==> src/hdl/osc_pkg.sv <==
package osc_pkg;

    localparam int TABLE_DEPTH_DEF = 256;
    localparam int PHASE_WIDTH_DEF = 32;
    localparam int STATE_WIDTH_DEF = 32;

    localparam int CFG_INDEX_W = 2;
    localparam int CFG_DATA_W  = 32;

    typedef enum logic [CFG_INDEX_W-1:0] {
        REG_PHASE_STEP = 2'd0,
        REG_CUTOFF     = 2'd1,
        REG_RESONANCE  = 2'd2
    } cfg_reg_t;

    localparam logic [CFG_DATA_W-1:0] PHASE_STEP_RST = 32'd92386532;

    // pi/2 in Q2.30
    localparam longint HALF_PI_Q30 = 64'd1686629713;

    // harmonic weights 105/35/21/15 = 525 * (1, 1/3, 1/5, 1/7) / 5
    localparam logic [7:0] HARM_WEIGHT [4] = '{8'd105, 8'd35, 8'd21, 8'd15};
    localparam int ACC_W     = 24;
    localparam int DIVISOR   = 525;
    localparam int DIV_ROUND = 262;
    localparam int REM_W     = 10;

    localparam longint TAYLOR_DIV [7] = '{64'd6, 64'd20, 64'd42, 64'd72, 64'd110,
                                          64'd156, 64'd210};

    typedef struct packed {
        logic start;
        logic shift14;
    } mul_cmd_t;

    // sine of a Q2.30 angle in [0, pi/2), scaled to 32767, eight Taylor terms
    function automatic logic [15:0] sine_q15(longint x);
        longint term;
        longint sum;
        longint v;
        term = x;
        sum  = x;
        for (int k = 0; k < 7; k++)
        begin
            term = (term * x) >>> 30;
            term = (term * x) >>> 30;
            term = term / TAYLOR_DIV[k];
            if ((k & 1) == 0)
                sum = sum - term;
            else
                sum = sum + term;
        end
        if (sum < 0)
            sum = 0;
        v = (sum * 64'd32767 + (64'd1 <<< 29)) >>> 30;
        if (v > 64'd32767)
            v = 64'd32767;
        return v[15:0];
    endfunction

endpackage

==> src/hdl/osc_ifs.sv <==
interface osc_tick_if;
    logic valid;
    logic ready;
    logic gate;
    modport source (output valid, output gate, input ready);
    modport sink (input valid, input gate, output ready);
endinterface

interface osc_result_if;
    logic               valid;
    logic               ready;
    logic signed [15:0] sine_sample;
    logic signed [17:0] square_sample;
    modport source (output valid, output sine_sample, output square_sample, input ready);
    modport sink (input valid, input sine_sample, input square_sample, output ready);
endinterface

interface osc_cfg_if;
    logic                               valid;
    logic                               ready;
    logic [osc_pkg::CFG_INDEX_W-1:0]    index;
    logic [osc_pkg::CFG_DATA_W-1:0]     data;
    modport source (output valid, output index, output data, input ready);
    modport sink (input valid, input index, input data, output ready);
endinterface

==> src/hdl/oscillator_with_resonant_lowpass.sv <==
// From an accepted tick beat to its result beat: 4 table lookups, a bit-serial divide over
// STATE_WIDTH + 7 numerator bits, then three bit-serial coefficient multiplies over 16
// multiplier bits each, all in sequence; write-back waits for a free output slot.
// A new tick is taken only when idle.
// Reset (async, active low) clears phase and filter stages, loads register defaults.
// The sine table is a constant; no clearing pass is needed.
module oscillator_with_resonant_lowpass #(
    parameter int TABLE_DEPTH = osc_pkg::TABLE_DEPTH_DEF,
    parameter int PHASE_WIDTH = osc_pkg::PHASE_WIDTH_DEF,
    parameter int STATE_WIDTH = osc_pkg::STATE_WIDTH_DEF
) (
    input logic          clk,
    input logic          rst_n,
    osc_tick_if.sink     tick,
    osc_result_if.source result,
    osc_cfg_if.sink      cfg
);

    localparam int SW  = STATE_WIDTH;
    localparam int WW  = SW + 6;
    localparam int NW  = SW + 7;
    localparam int AW  = osc_pkg::ACC_W;
    localparam int SHL = SW - 17;

    localparam logic signed [WW-1:0] SMAX_W = {{(WW-SW+1){1'b0}}, {(SW-1){1'b1}}};
    localparam logic signed [WW-1:0] SMIN_W = {{(WW-SW+1){1'b1}}, {(SW-1){1'b0}}};

    typedef enum logic [3:0] {
        S_IDLE,
        S_LOOK,
        S_DIV_GO,
        S_DIV_WAIT,
        S_MR_GO,
        S_MR_WAIT,
        S_M1_GO,
        S_M1_WAIT,
        S_M2_GO,
        S_M2_WAIT,
        S_WB
    } state_t;

    state_t                  state_reg;
    logic [31:0]             step_reg;
    logic [15:0]             cutoff_reg;
    logic [15:0]             res_reg;
    logic [PHASE_WIDTH-1:0]  phase_reg;
    logic [PHASE_WIDTH-1:0]  mult_reg;
    logic [1:0]              k_reg;
    logic signed [AW-1:0]    acc_reg;
    logic signed [15:0]      s1_reg;
    logic signed [WW-1:0]    x_reg;
    logic signed [WW-1:0]    d_reg;
    logic signed [SW-1:0]    stage1_reg;
    logic signed [SW-1:0]    stage2_reg;
    logic                    gate_reg;
    logic                    out_valid_reg;
    logic signed [15:0]      out_sine_reg;
    logic signed [17:0]      out_sq_reg;

    logic [PHASE_WIDTH-1:0]  phase_next;
    logic signed [15:0]      s_look;
    logic signed [AW-1:0]    s_ext;
    logic signed [AW-1:0]    w_ext;
    logic signed [AW-1:0]    acc_next;
    logic [AW-1:0]           acc_mag;
    logic [NW-1:0]           num;
    logic [NW-1:0]           quot;
    logic                    div_done;
    logic signed [WW-1:0]    x_next;
    logic signed [WW-1:0]    stage1_w;
    logic signed [WW-1:0]    stage2_w;
    logic signed [WW-1:0]    diff12;
    osc_pkg::mul_cmd_t       mul_cmd;
    logic signed [WW-1:0]    mul_a;
    logic [15:0]             mul_b;
    logic signed [WW-1:0]    mul_p;
    logic                    mul_done;
    logic signed [WW-1:0]    d_next;
    logic                    tick_beat;
    logic                    wb_fire;
    logic                    out_valid_next;

    function automatic logic signed [SW-1:0] clamp(logic signed [WW-1:0] v);
        if (v > SMAX_W)
            return SMAX_W[SW-1:0];
        else if (v < SMIN_W)
            return SMIN_W[SW-1:0];
        else
            return v[SW-1:0];
    endfunction

    osc_lookup #(
        .TABLE_DEPTH (TABLE_DEPTH),
        .PHASE_WIDTH (PHASE_WIDTH)
    ) u_lookup (
        .phase (mult_reg),
        .sine  (s_look)
    );

    osc_div #(
        .NW (NW)
    ) u_div (
        .clk   (clk),
        .rst_n (rst_n),
        .start (state_reg == S_DIV_GO),
        .num   (num),
        .quot  (quot),
        .done  (div_done)
    );

    osc_sermul #(
        .WW (WW)
    ) u_mul (
        .clk   (clk),
        .rst_n (rst_n),
        .cmd   (mul_cmd),
        .a     (mul_a),
        .b     (mul_b),
        .p     (mul_p),
        .done  (mul_done)
    );

    assign tick_beat  = tick.valid && tick.ready;
    assign phase_next = phase_reg + step_reg[PHASE_WIDTH-1:0];

    // harmonic n reads at n*phase; mult_reg steps by 2*phase per lookup
    assign s_ext    = AW'(s_look);
    assign w_ext    = $signed({{(AW-8){1'b0}}, osc_pkg::HARM_WEIGHT[k_reg]});
    assign acc_next = acc_reg + s_ext * w_ext;

    assign acc_mag = acc_reg[AW-1] ? (~acc_reg + 1'b1) : acc_reg;
    assign num     = {1'b0, acc_mag[AW-2:0], {SHL{1'b0}}} + NW'(osc_pkg::DIV_ROUND);
    assign x_next  = acc_reg[AW-1] ? -$signed(quot[WW-1:0]) : $signed(quot[WW-1:0]);

    assign stage1_w = WW'(stage1_reg);
    assign stage2_w = WW'(stage2_reg);
    assign diff12   = stage1_w - stage2_w;
    assign d_next   = x_reg - stage1_w + mul_p;

    assign mul_cmd.start   = (state_reg == S_MR_GO) || (state_reg == S_M1_GO)
                             || (state_reg == S_M2_GO);
    assign mul_cmd.shift14 = (state_reg == S_MR_GO);
    assign mul_a           = (state_reg == S_M1_GO) ? d_reg : diff12;
    assign mul_b           = (state_reg == S_MR_GO) ? res_reg : cutoff_reg;

    // output slot loads when empty or draining this cycle
    assign wb_fire        = (state_reg == S_WB) && (!out_valid_reg || result.ready);
    assign out_valid_next = wb_fire ? 1'b1
                          : ((out_valid_reg && result.ready) ? 1'b0 : out_valid_reg);

    always_ff @(posedge clk or negedge rst_n)
    begin
        if (!rst_n)
        begin
            state_reg     <= S_IDLE;
            step_reg      <= osc_pkg::PHASE_STEP_RST;
            cutoff_reg    <= '0;
            res_reg       <= '0;
            phase_reg     <= '0;
            mult_reg      <= '0;
            k_reg         <= '0;
            acc_reg       <= '0;
            s1_reg        <= '0;
            x_reg         <= '0;
            d_reg         <= '0;
            stage1_reg    <= '0;
            stage2_reg    <= '0;
            gate_reg      <= 1'b0;
            out_valid_reg <= 1'b0;
            out_sine_reg  <= '0;
            out_sq_reg    <= '0;
        end
        else
        begin
            if (cfg.valid)
            begin
                case (cfg.index)
                    osc_pkg::REG_PHASE_STEP: step_reg   <= cfg.data;
                    osc_pkg::REG_CUTOFF:     cutoff_reg <= cfg.data[15:0];
                    osc_pkg::REG_RESONANCE:  res_reg    <= cfg.data[15:0];
                    default: ;
                endcase
            end

            out_valid_reg <= out_valid_next;

            case (state_reg)
                S_IDLE:
                begin
                    if (tick_beat)
                    begin
                        phase_reg <= phase_next;
                        mult_reg  <= phase_next;
                        gate_reg  <= tick.gate;
                        k_reg     <= '0;
                        acc_reg   <= '0;
                        state_reg <= S_LOOK;
                    end
                end
                S_LOOK:
                begin
                    acc_reg  <= acc_next;
                    mult_reg <= mult_reg + {phase_reg[PHASE_WIDTH-2:0], 1'b0};
                    k_reg    <= k_reg + 1'b1;
                    if (k_reg == 2'd0)
                        s1_reg <= s_look;
                    if (k_reg == 2'd3)
                        state_reg <= S_DIV_GO;
                end
                S_DIV_GO:
                    state_reg <= S_DIV_WAIT;
                S_DIV_WAIT:
                begin
                    if (div_done)
                    begin
                        x_reg     <= x_next;
                        state_reg <= S_MR_GO;
                    end
                end
                S_MR_GO:
                    state_reg <= S_MR_WAIT;
                S_MR_WAIT:
                begin
                    if (mul_done)
                    begin
                        d_reg     <= d_next;
                        state_reg <= S_M1_GO;
                    end
                end
                S_M1_GO:
                    state_reg <= S_M1_WAIT;
                S_M1_WAIT:
                begin
                    if (mul_done)
                    begin
                        stage1_reg <= clamp(stage1_w + mul_p);
                        state_reg  <= S_M2_GO;
                    end
                end
                S_M2_GO:
                    state_reg <= S_M2_WAIT;
                S_M2_WAIT:
                begin
                    if (mul_done)
                    begin
                        stage2_reg <= clamp(stage2_w + mul_p);
                        state_reg  <= S_WB;
                    end
                end
                S_WB:
                begin
                    if (wb_fire)
                    begin
                        out_sine_reg  <= gate_reg ? s1_reg : '0;
                        // floor shift down to Q2.16 is the top 18 bits
                        out_sq_reg    <= gate_reg ? stage2_reg[SW-1:SW-18] : '0;
                        state_reg     <= S_IDLE;
                    end
                end
                default:
                    state_reg <= S_IDLE;
            endcase
        end
    end

    assign tick.ready           = (state_reg == S_IDLE);
    assign cfg.ready            = 1'b1;
    assign result.valid         = out_valid_reg;
    assign result.sine_sample   = out_sine_reg;
    assign result.square_sample = out_sq_reg;

endmodule

==> src/hdl/osc_lookup.sv <==
module osc_lookup #(
    parameter int TABLE_DEPTH = osc_pkg::TABLE_DEPTH_DEF,
    parameter int PHASE_WIDTH = osc_pkg::PHASE_WIDTH_DEF
) (
    input  logic [PHASE_WIDTH-1:0] phase,
    output logic signed [15:0]     sine
);

    localparam int IDX_W = $clog2(TABLE_DEPTH);
    localparam int SC_W  = PHASE_WIDTH - 2 + IDX_W;

    typedef logic [TABLE_DEPTH-1:0][15:0] tbl_t;

    function automatic tbl_t build_table();
        tbl_t   t;
        longint x;
        for (int i = 0; i < TABLE_DEPTH; i++)
        begin
            x    = (osc_pkg::HALF_PI_Q30 * longint'(i)) / TABLE_DEPTH;
            t[i] = osc_pkg::sine_q15(x);
        end
        return t;
    endfunction

    localparam tbl_t SINE_TABLE = build_table();

    logic [1:0]             quad;
    logic [PHASE_WIDTH-3:0] frac;
    logic [SC_W-1:0]        scaled;
    logic [IDX_W-1:0]       idx;
    logic [IDX_W:0]         mirror_full;
    logic [IDX_W-1:0]       mirror;
    logic [15:0]            mag;

    assign quad        = phase[PHASE_WIDTH-1:PHASE_WIDTH-2];
    assign frac        = phase[PHASE_WIDTH-3:0];
    assign scaled      = {{IDX_W{1'b0}}, frac} * SC_W'(TABLE_DEPTH);
    assign idx         = scaled[SC_W-1:PHASE_WIDTH-2];
    assign mirror_full = (IDX_W+1)'(TABLE_DEPTH) - {1'b0, idx};
    assign mirror      = mirror_full[IDX_W-1:0];

    // odd quadrants run the table backwards; index zero mirrors to full scale
    always_comb
    begin
        if (quad[0])
            mag = (idx == '0) ? 16'd32767 : SINE_TABLE[mirror];
        else
            mag = SINE_TABLE[idx];
    end

    assign sine = quad[1] ? -$signed(mag) : $signed(mag);

endmodule

==> src/hdl/osc_div.sv <==
module osc_div #(
    parameter int NW = osc_pkg::STATE_WIDTH_DEF + 7
) (
    input  logic          clk,
    input  logic          rst_n,
    input  logic          start,
    input  logic [NW-1:0] num,
    output logic [NW-1:0] quot,
    output logic          done
);

    localparam int RW = osc_pkg::REM_W;
    localparam int CW = $clog2(NW);

    logic [NW-1:0] work_reg;
    logic [RW-1:0] rem_reg;
    logic [CW-1:0] cnt_reg;
    logic          busy_reg;
    logic          done_reg;

    logic [RW+1:0] shifted;
    logic [RW+1:0] diff;
    logic          ge;

    // restoring division by the fixed divisor, one quotient bit per cycle;
    // quotient bits enter the numerator shifter from the bottom
    assign shifted = {1'b0, rem_reg, work_reg[NW-1]};
    assign diff    = shifted - (RW+2)'(osc_pkg::DIVISOR);
    assign ge      = !diff[RW+1];

    always_ff @(posedge clk or negedge rst_n)
    begin
        if (!rst_n)
        begin
            busy_reg <= 1'b0;
            done_reg <= 1'b0;
            cnt_reg  <= '0;
        end
        else
        begin
            done_reg <= 1'b0;
            if (start)
            begin
                busy_reg <= 1'b1;
                cnt_reg  <= '0;
            end
            else if (busy_reg)
            begin
                cnt_reg <= cnt_reg + 1'b1;
                if (cnt_reg == CW'(NW-1))
                begin
                    busy_reg <= 1'b0;
                    done_reg <= 1'b1;
                end
            end
        end
    end

    always_ff @(posedge clk)
    begin
        if (start)
        begin
            work_reg <= num;
            rem_reg  <= '0;
        end
        else if (busy_reg)
        begin
            work_reg <= {work_reg[NW-2:0], ge};
            rem_reg  <= ge ? diff[RW-1:0] : shifted[RW-1:0];
        end
    end

    assign quot = work_reg;
    assign done = done_reg;

endmodule

==> src/hdl/osc_sermul.sv <==
module osc_sermul #(
    parameter int WW = osc_pkg::STATE_WIDTH_DEF + 6
) (
    input  logic                 clk,
    input  logic                 rst_n,
    input  osc_pkg::mul_cmd_t    cmd,
    input  logic signed [WW-1:0] a,
    input  logic [15:0]          b,
    output logic signed [WW-1:0] p,
    output logic                 done
);

    localparam int PRW = WW + 16;

    logic [WW-1:0]  mag_reg;
    logic [15:0]    b_reg;
    logic [PRW-1:0] prod_reg;
    logic           neg_reg;
    logic           sh14_reg;
    logic [3:0]     cnt_reg;
    logic           busy_reg;
    logic           done_reg;

    logic [WW-1:0]  a_mag;
    logic [PRW-1:0] prod_step;
    logic [WW-1:0]  shifted;

    assign a_mag     = a[WW-1] ? (~a + 1'b1) : a;
    // MSB-first shift-add, one multiplier bit per cycle
    assign prod_step = {prod_reg[PRW-2:0], 1'b0} + (b_reg[15] ? {16'b0, mag_reg} : '0);

    always_ff @(posedge clk or negedge rst_n)
    begin
        if (!rst_n)
        begin
            busy_reg <= 1'b0;
            done_reg <= 1'b0;
            cnt_reg  <= '0;
        end
        else
        begin
            done_reg <= 1'b0;
            if (cmd.start)
            begin
                busy_reg <= 1'b1;
                cnt_reg  <= '0;
            end
            else if (busy_reg)
            begin
                cnt_reg <= cnt_reg + 1'b1;
                if (cnt_reg == 4'd15)
                begin
                    busy_reg <= 1'b0;
                    done_reg <= 1'b1;
                end
            end
        end
    end

    always_ff @(posedge clk)
    begin
        if (cmd.start)
        begin
            mag_reg  <= a_mag;
            b_reg    <= b;
            prod_reg <= '0;
            neg_reg  <= a[WW-1];
            sh14_reg <= cmd.shift14;
        end
        else if (busy_reg)
        begin
            prod_reg <= prod_step;
            b_reg    <= {b_reg[14:0], 1'b0};
        end
    end

    // magnitude truncates, so the signed result rounds toward zero
    assign shifted = sh14_reg ? prod_reg[WW+13:14] : prod_reg[WW+15:16];
    assign p       = neg_reg ? -$signed(shifted) : $signed(shifted);
    assign done    = done_reg;

endmodule

==> src/flat_wrapper.sv <==
// flat-port wrapper written by rule: the top's interface ports become plain ports
module oscillator_with_resonant_lowpass_flat 
#(
    parameter int TABLE_DEPTH = osc_pkg::TABLE_DEPTH_DEF,
    parameter int PHASE_WIDTH = osc_pkg::PHASE_WIDTH_DEF,
    parameter int STATE_WIDTH = osc_pkg::STATE_WIDTH_DEF
)
  (clk, rst_n, tick_valid, tick_gate, tick_ready, result_valid, result_sine_sample, result_square_sample, result_ready, cfg_valid, cfg_index, cfg_data, cfg_ready);
  osc_tick_if tick_i ();
  osc_result_if result_i ();
  osc_cfg_if cfg_i ();
  input logic clk;
  input logic rst_n;
  input wire logic [$bits(tick_i.valid)-1:0] tick_valid;
  input wire logic [$bits(tick_i.gate)-1:0] tick_gate;
  output wire logic [$bits(tick_i.ready)-1:0] tick_ready;
  output wire logic [$bits(result_i.valid)-1:0] result_valid;
  output wire logic [$bits(result_i.sine_sample)-1:0] result_sine_sample;
  output wire logic [$bits(result_i.square_sample)-1:0] result_square_sample;
  input wire logic [$bits(result_i.ready)-1:0] result_ready;
  input wire logic [$bits(cfg_i.valid)-1:0] cfg_valid;
  input wire logic [$bits(cfg_i.index)-1:0] cfg_index;
  input wire logic [$bits(cfg_i.data)-1:0] cfg_data;
  output wire logic [$bits(cfg_i.ready)-1:0] cfg_ready;
  assign tick_i.valid = tick_valid;
  assign tick_i.gate = tick_gate;
  assign tick_ready = tick_i.ready;
  assign result_valid = result_i.valid;
  assign result_sine_sample = result_i.sine_sample;
  assign result_square_sample = result_i.square_sample;
  assign result_i.ready = result_ready;
  assign cfg_i.valid = cfg_valid;
  assign cfg_i.index = cfg_index;
  assign cfg_i.data = cfg_data;
  assign cfg_ready = cfg_i.ready;
  oscillator_with_resonant_lowpass #(.TABLE_DEPTH(TABLE_DEPTH), .PHASE_WIDTH(PHASE_WIDTH), .STATE_WIDTH(STATE_WIDTH)) u_core (.clk(clk), .rst_n(rst_n), .tick(tick_i), .result(result_i), .cfg(cfg_i));
endmodule
==> config.mk <==
export PLATFORM = sky130hd
export DESIGN_NAME = oscillator_with_resonant_lowpass_flat
export DESIGN_NICKNAME = d
export VERILOG_FILES = /design/src/hdl/osc_pkg.sv /design/src/hdl/osc_ifs.sv /design/src/hdl/oscillator_with_resonant_lowpass.sv /design/src/hdl/osc_lookup.sv /design/src/hdl/osc_div.sv /design/src/hdl/osc_sermul.sv /design/src/flat_wrapper.sv
export SDC_FILE = /design/constraint.sdc
export NUM_CORES = 2
export LEC_CHECK = 0
export ABC_AREA = 1
export BUFFER_PORTS_ARGS = -buffer_cell sky130_fd_sc_hd__buf_2
export CORE_ASPECT_RATIO = 1.2
export CORE_UTILIZATION = 41
export CTS_CLUSTER_SIZE = 10
export DETAILED_ROUTE_END_ITERATION = 8
export HOLD_SLACK_MARGIN = 0.03
export PLACE_DENSITY = 0.66
export SLEW_MARGIN = 20
export SYNTH_ARGS = -nofsm -noshare
export SYNTH_HDL_FRONTEND = slang
export SYNTH_SLANG_ARGS = --single-unit
==> constraint.sdc <==
create_clock -name clk -period 12.7 [get_ports clk]
set_input_delay 0.635 -clock clk [delete_from_list [all_inputs] [get_ports clk]]
set_output_delay 0.635 -clock clk [all_outputs]
set_load 0.01 [all_outputs]
# Word level (Yosys, flattened, before mapping)
# Memories as Yosys holds them, arrays and structs flattened.
# Index checks and enable logic that the tools add are counted.
[op_classes]
n_addsub = 20
mux = 59
reduce_logical = 28
bitwise_logic = 3
mul = 1
n_lt_le_gt_ge = 7
n_eq_ne = 22
[op_table]
columns = ["cell", "n"]
rows = [
  ["$mux 38", 5],
  ["$mux 32", 5],
  ["$mux 16", 9],
  ["$mux 39", 2],
  ["$add 32x38->38", 2],
  ["$gt 38x32->1 const B", 2],
  ["$lt 38x32->1 const B", 2],
  ["$neg 38->38", 2],
  ["$add 32x32->32", 2],
  ["$pmux 32 s2", 1],
  ["$add 54x38->54", 1],
  ["$pmux 24 s2", 1],
  ["$pmux 4 s11", 1],
  ["$add 38x9->39 const B", 1],
  ["$add 38x1->38 const B", 1],
  ["$add 38x38->38", 1],
  ["$not 38->38", 1],
  ["$sub 38x32->38", 1],
  ["$mux 37", 1],
  ["$mux 4", 9],
  ["$sub 32x32->33", 1],
  ["$add 24x24->24", 1],
  ["$mul 16x9->24", 1],
  ["$mux 24", 1],
  ["other kinds (38)", 86],
]
[word_totals]
reg_bits = 523
romBits = 8192
mem_count = 2
[mem_list]
columns = ["name", "words", "word_bits", "rd", "rd_clocked_by_memory_dff", "write_ports", "line", "text"]
rows = [
  ["(no name shown)", 256, 16, 1, 0, 0, "osc_lookup.sv:48", "mag = SINE_TABLE[idx];"],
  ["(no name shown)", 256, 16, 1, 0, 0, "osc_lookup.sv:46", "mag = (idx == '0) ? 16'd32767 : SINE_TABLE[mirror];"],
]

# Logic depth before layout (Yosys ltp)
[depth]
word_depth = 10
ltp_mapped = 52
ltp_nobuf = 50

# By module
# A second synthesis with hierarchy kept.
[unflattened]
hier_cells = 9016
area_unflattened_um2 = 56200.2
[modules_own_cells]
columns = ["module", "n_inst", "cells_per_inst", "area_each_um2", "seq_area_each_um2"]
rows = [
  ["oscillator_with_resonant_lowpass", 1, 5079, 34438.0, 8773.4],
  ["osc_sermul", 1, 1808, 10781.6, 2912.8],
  ["osc_lookup", 1, 1797, 8159.1, 0.0],
  ["osc_div", 1, 332, 2821.5, 1571.5],
]

# Least setup slack after synthesis
# No wires, ideal clock.
[synth_timing]
kind = "register to register"
start = "register u_core.mult_reg[23]"
end = "register u_core.acc_reg[20]"
slack_ps = 4212
t_required_ps = 12569
n_path_buf = 2
synth_period_minus_slack_ps = 8488
stages_incl_launch_ff = 47
t_arrival_ps = 8357
cell_sequence = "dfrtp_1 -> clkinv_1 -> ha_1 -> buf_4 -> inv_1 -> ha_1 -> inv_2 -> clkbuf_1 -> ha_1 -> nand2_1 -> nand2_1 -> nand2_1 -> nand2_1 -> nand2_1 -> nand3_1 -> nand3_1 -> nand2_1 -> a21oi_2 -> (+11 left out) -> inv_1 -> fa_1 -> inv_1 -> fa_1 -> inv_1 -> ha_1 -> a21oi_1 -> o21a_1 -> o221ai_1 -> a21oi_1 -> o21ai_0 -> nand3_1 -> nand2_1 -> nand2_1 -> nand2_1 -> a21oi_1 -> o21ai_0 -> o21ai_0"
[synth_via]
elab_chain_len = 10
[synth_rtl]
columns = ["item", "line", "text"]
rows = [
  ["from (decl)", "oscillator_with_resonant_lowpass.sv:47", "logic [PHASE_WIDTH-1:0] mult_reg;"],
  ["from (signal assigned)", "oscillator_with_resonant_lowpass.sv:193", "mult_reg <= phase_next;"],
  ["from (signal assigned)", "oscillator_with_resonant_lowpass.sv:203", "mult_reg <= mult_reg + {phase_reg[PHASE_WIDTH-2:0], 1'b0};"],
  ["$sub 1x8->8", "osc_lookup.sv:39", "assign mirror_full = (IDX_W+1)'(TABLE_DEPTH) - {1'b0, idx};"],
  ["$mem_v2 256x16", "-", ""],
  ["$mux 16 (implied by the code)", "osc_lookup.sv:46", ""],
  ["$mux 16", "osc_lookup.sv:46", ""],
  ["$mux 16 *", "osc_lookup.sv:45", "if (quad[0])"],
  ["$neg 16->16", "osc_lookup.sv:51", "assign sine = quad[1] ? -$signed(mag) : $signed(mag);"],
  ["$mux 16 *", "osc_lookup.sv:51", ""],
  ["$mul 16x9->24 *", "oscillator_with_resonant_lowpass.sv:129", "assign acc_next = acc_reg + s_ext * w_ext;"],
  ["$add 24x24->24 *", "oscillator_with_resonant_lowpass.sv:129", ""],
  ["$pmux 24 s2 *", "oscillator_with_resonant_lowpass.sv:187", "case (state_reg)"],
  ["to (signal assigned)", "oscillator_with_resonant_lowpass.sv:202", "acc_reg <= acc_next;"],
  ["to (decl)", "oscillator_with_resonant_lowpass.sv:49", "logic signed [AW-1:0] acc_reg;"],
]
# Mark *: on every way between the ends. The rest lies on a longest branch, timed or not. The select of a mux whose other input is x is not followed.
# A chain may end at the register's enable or synchronous reset.

# Worst setup path in the final report
[layout_timing]
start = "register u_core.mult_reg[25]"
end = "register u_core.acc_reg[19]"
[layout_via]
elab_chain_len = 10
[layout_rtl]
columns = ["item", "line", "text"]
rows = [
  ["$sub 1x8->8", "osc_lookup.sv:39", ""],
  ["$mem_v2 256x16", "-", ""],
  ["$mux 16 (implied by the code)", "osc_lookup.sv:46", ""],
  ["$mux 16", "osc_lookup.sv:46", ""],
  ["$mux 16 *", "osc_lookup.sv:45", ""],
  ["$neg 16->16", "osc_lookup.sv:51", ""],
  ["$mux 16 *", "osc_lookup.sv:51", ""],
  ["named net u_core.s_look[0]", "oscillator_with_resonant_lowpass.sv:61", "logic signed [15:0] s_look;"],
  ["$mul 16x9->24 *", "oscillator_with_resonant_lowpass.sv:129", ""],
  ["$add 24x24->24 *", "oscillator_with_resonant_lowpass.sv:129", ""],
  ["$pmux 24 s2 *", "oscillator_with_resonant_lowpass.sv:187", ""],
]
# The timed path passes the listed nets; every way through them passes the cells marked *. The select of a mux whose other input is x is not followed.

==> impl_results.md <==
- Share of cells above drive strength 1: 5.01%
- Nets: 8517
- FF-to-FF End: u_core.acc_reg[19]
- Fin util: 44.9%
- Post-synth EDFFs: 95
- Crit start category: flop
- 1st-pass router iterations: 6
- Final std cells w/o fill: 9675
- Initial core utilization: 41.5%
- Row count: 143
- Hold crit path type: in2reg
- Max-slew headroom: 14.7%
- Max-slew violation count: 0
- # IOs: 77
- Library cells used by synthesis: 69
- Post-Syn Area: 0.0528 mm^2
- Largest family of logic cells by synthesized area: simple AND/OR/NAND/NOR gates
- Gpl congestion: 1.01
- DRC viols: 0
- Syn Area/Cell: 6.63 um^2
- Vias per cell: 5.64
- WP data required: 13.22 ns
- Top cells by count, synth: nand2_1 (2212), inv_1 (952), nor2_1 (801)
- Worst EP arrival: 10.47 ns
- Synth warn: 0
- Height of the chip: 395 um
- Async SR Flop Fraction: 69.5%
- Hold EP: u_core.gate_reg
- CTS HTree Levels: 3
- Final TNS setup: 0 ns
- Synth Area in Compound Gates: 16.0%
- Synth Area in XOR/XNOR: 5.08%
- Grt ovf: 0
- First-pass GRT wire length: 330 mm
- Critical Path Fanout Max: 34
- Synth Area in Simple Gates: 29.8%
- Fmax: 101 MHz
- Initial antenna violation count: 13
- Synth top area cells: dfrtp_1 (17%), nand2_1 (16%), ha_1 (9.0%)
- Most common cell in the netlist: nand2_1
- Most common cell on crit path: nand2_1
- CP peak stage delay: 0.63 ns
- CTS tree: built
- Hold depth: 3
- Post-Place Cells: 9545
- Setup slack, reg-to-reg: 2.75 ns
- Largest area contributor in the netlist: dfrtp_1
- Top cell type's share of synthesized area: 16.6%
- Mapped Cells: 7966
- Top_reg_cell synth: dfrtp_1
- Worst hold slack: 0.172 ns
- Largest net degree at the start of global routing: 97
- Worst-margin pin slew: 1.27 ns
- Hold wc startpoint: tick_gate
- WL per Instance: 22.7 um
- Sequential fraction of the synthesis area: 25.0%
- RSZ-0062 raised after global routing: no
- Routed via count: 54500
- Clock slew at reported path FFs: 0.05 ns
- Filler Cells Inserted: 13500
- Adder-Cell Fraction of Synth Area: 14.5%
- Setup violations, final: 0
- Period utilisation layout: 78.3%
- Post-CTS Repair Setup Buffers: 0
- Max reg flops: 54
- Run status: completed
- Tot GR Track Use: 33.4%
- Die ar.: 0.130 mm^2
- Clk Latency, worst-skew pair: 0.69 ns
- Min Tclk post-route: 9.95 ns
- Core area: 0.127 mm^2
- Area Growth Syn to Fin: 8.15%
- # clock sinks: 522
- Max-cap viol count: 0
- Max clock buf depth: 3
- Critical path capture point type: flop
- Multiplexer share of the synthesized area: 0.341%
- Final ANT Viol Nets: 0
- Vias in the first global route: 53100
- # port buffers: 75
- Clock root buffer: clkbuf_16
- 1st-iter DRT viols: 5051
- Syn Nets: 8532
- #FFs+latches synth: 522
- Dpl hpwl: 174 mm
- Final Hold Vio Count: 0
- Final wirelength: 220 mm
- Critical path class: reg2reg
- Slowest cell on the critical path: dfrtp_2
- Cts bufs inserted: 68
- Reg-to-reg startpoint: u_core.mult_reg[25]
- R2R depth: 41
- Clk_skew: 0.0523 ns
- Die width: 330 um
-- kinds of logic after synthesis --
logic type | after synthesis
XOR/XNOR | 304
AND/OR/NAND/NOR | 3831
flip-flops | 522
adder cells (fa/ha/maj) | 526
AO/OA/AOI/OAI | 1528
buffers and inverters | 1238
other | 1
multiplexers | 16
-- what timing repair did --
| action | CTS | global route |
|---|---|---|
| hold buffers | 1 | 0 |
| resized for setup | 0 | 0 |
| endpoints found under the hold margin | 8 | 0 |
-- worst max path at each step --
stage	from	to	slack, ns	depth (start not counted)
2_1_floorplan	u_core.mult_reg[23]	u_core.acc_reg[20]	4.21	46
3_3_place_gp	u_core.mult_reg[22]	u_core.acc_reg[20]	2.79	46
3_5_place_dp	u_core.mult_reg[22]	u_core.acc_reg[20]	2.87	46
4_1_cts	u_core.mult_reg[22]	u_core.acc_reg[19]	2.86	41
5_1_grt	u_core.mult_reg[22]	u_core.acc_reg[20]	2.06	46
6_report	u_core.mult_reg[25]	u_core.acc_reg[19]	2.75	41
-- cells in the final DEF, fill, tap and decap left out, types with 85 or more instances in the layout --
cell / n
nand3_1: 533
fa_1: 147
dfrtp_1: 348
o21ai_0: 622
nor2_1: 797
xnor2_1: 101
xor2_1: 199
inv_1: 950
a21oi_1: 547
edfxtp_1: 95
nand4_1: 85
buf_4: 95
ha_1: 379
nand2_1: 2208
-- critical path, delay by kind of cell (launching register included) --
kind	cells	cell delay [ns]
adder cells (fa/ha/maj)	7	3.13
buffers and inverters	8	1.80
XOR/XNOR	1	0.14
AND/OR/NAND/NOR	20	3.02
flip-flops	1	0.63
AO/OA/AOI/OAI	5	1.01
-- metrics by stage --
stage	worst slack [ns]	area, um^2
floorplan	4.21	52800
global placement	2.79	54900
detailed placement	2.87	54900
CTS	2.86	57100
global route	2.06	57100
finish	2.75	57100
-- routing by layer --
| layer | global-route usage (%) | part of all wire (%) |
|---|---|---|
| met1 | 41.0 | 41 |
| met2 | 55.3 | 47 |
| met3 | 5.23 | 6.2 |
| met4 | 19.0 | 6.3 |
| met5 | 0 | 0.062 |
-- cell type report --
class / instances / area, um^2 / area share (%)
clock buffer: 106 / 1890 / 3.32
timing repair buffer: 173 / 1150 / 2.01
multi-input combinational: 6206 / 34800 / 60.9
inverter: 980 / 3680 / 6.44
antenna: 2 / 5.00 / 0.00876
clock inverter: 19 / 312 / 0.545
sequential: 522 / 13200 / 23.2
tap: 1667 / 2090 / 3.65
Power is left out: the tool's default activity adds up to more than one toggle a clock period on the data nets, which glitch-free logic cannot reach.
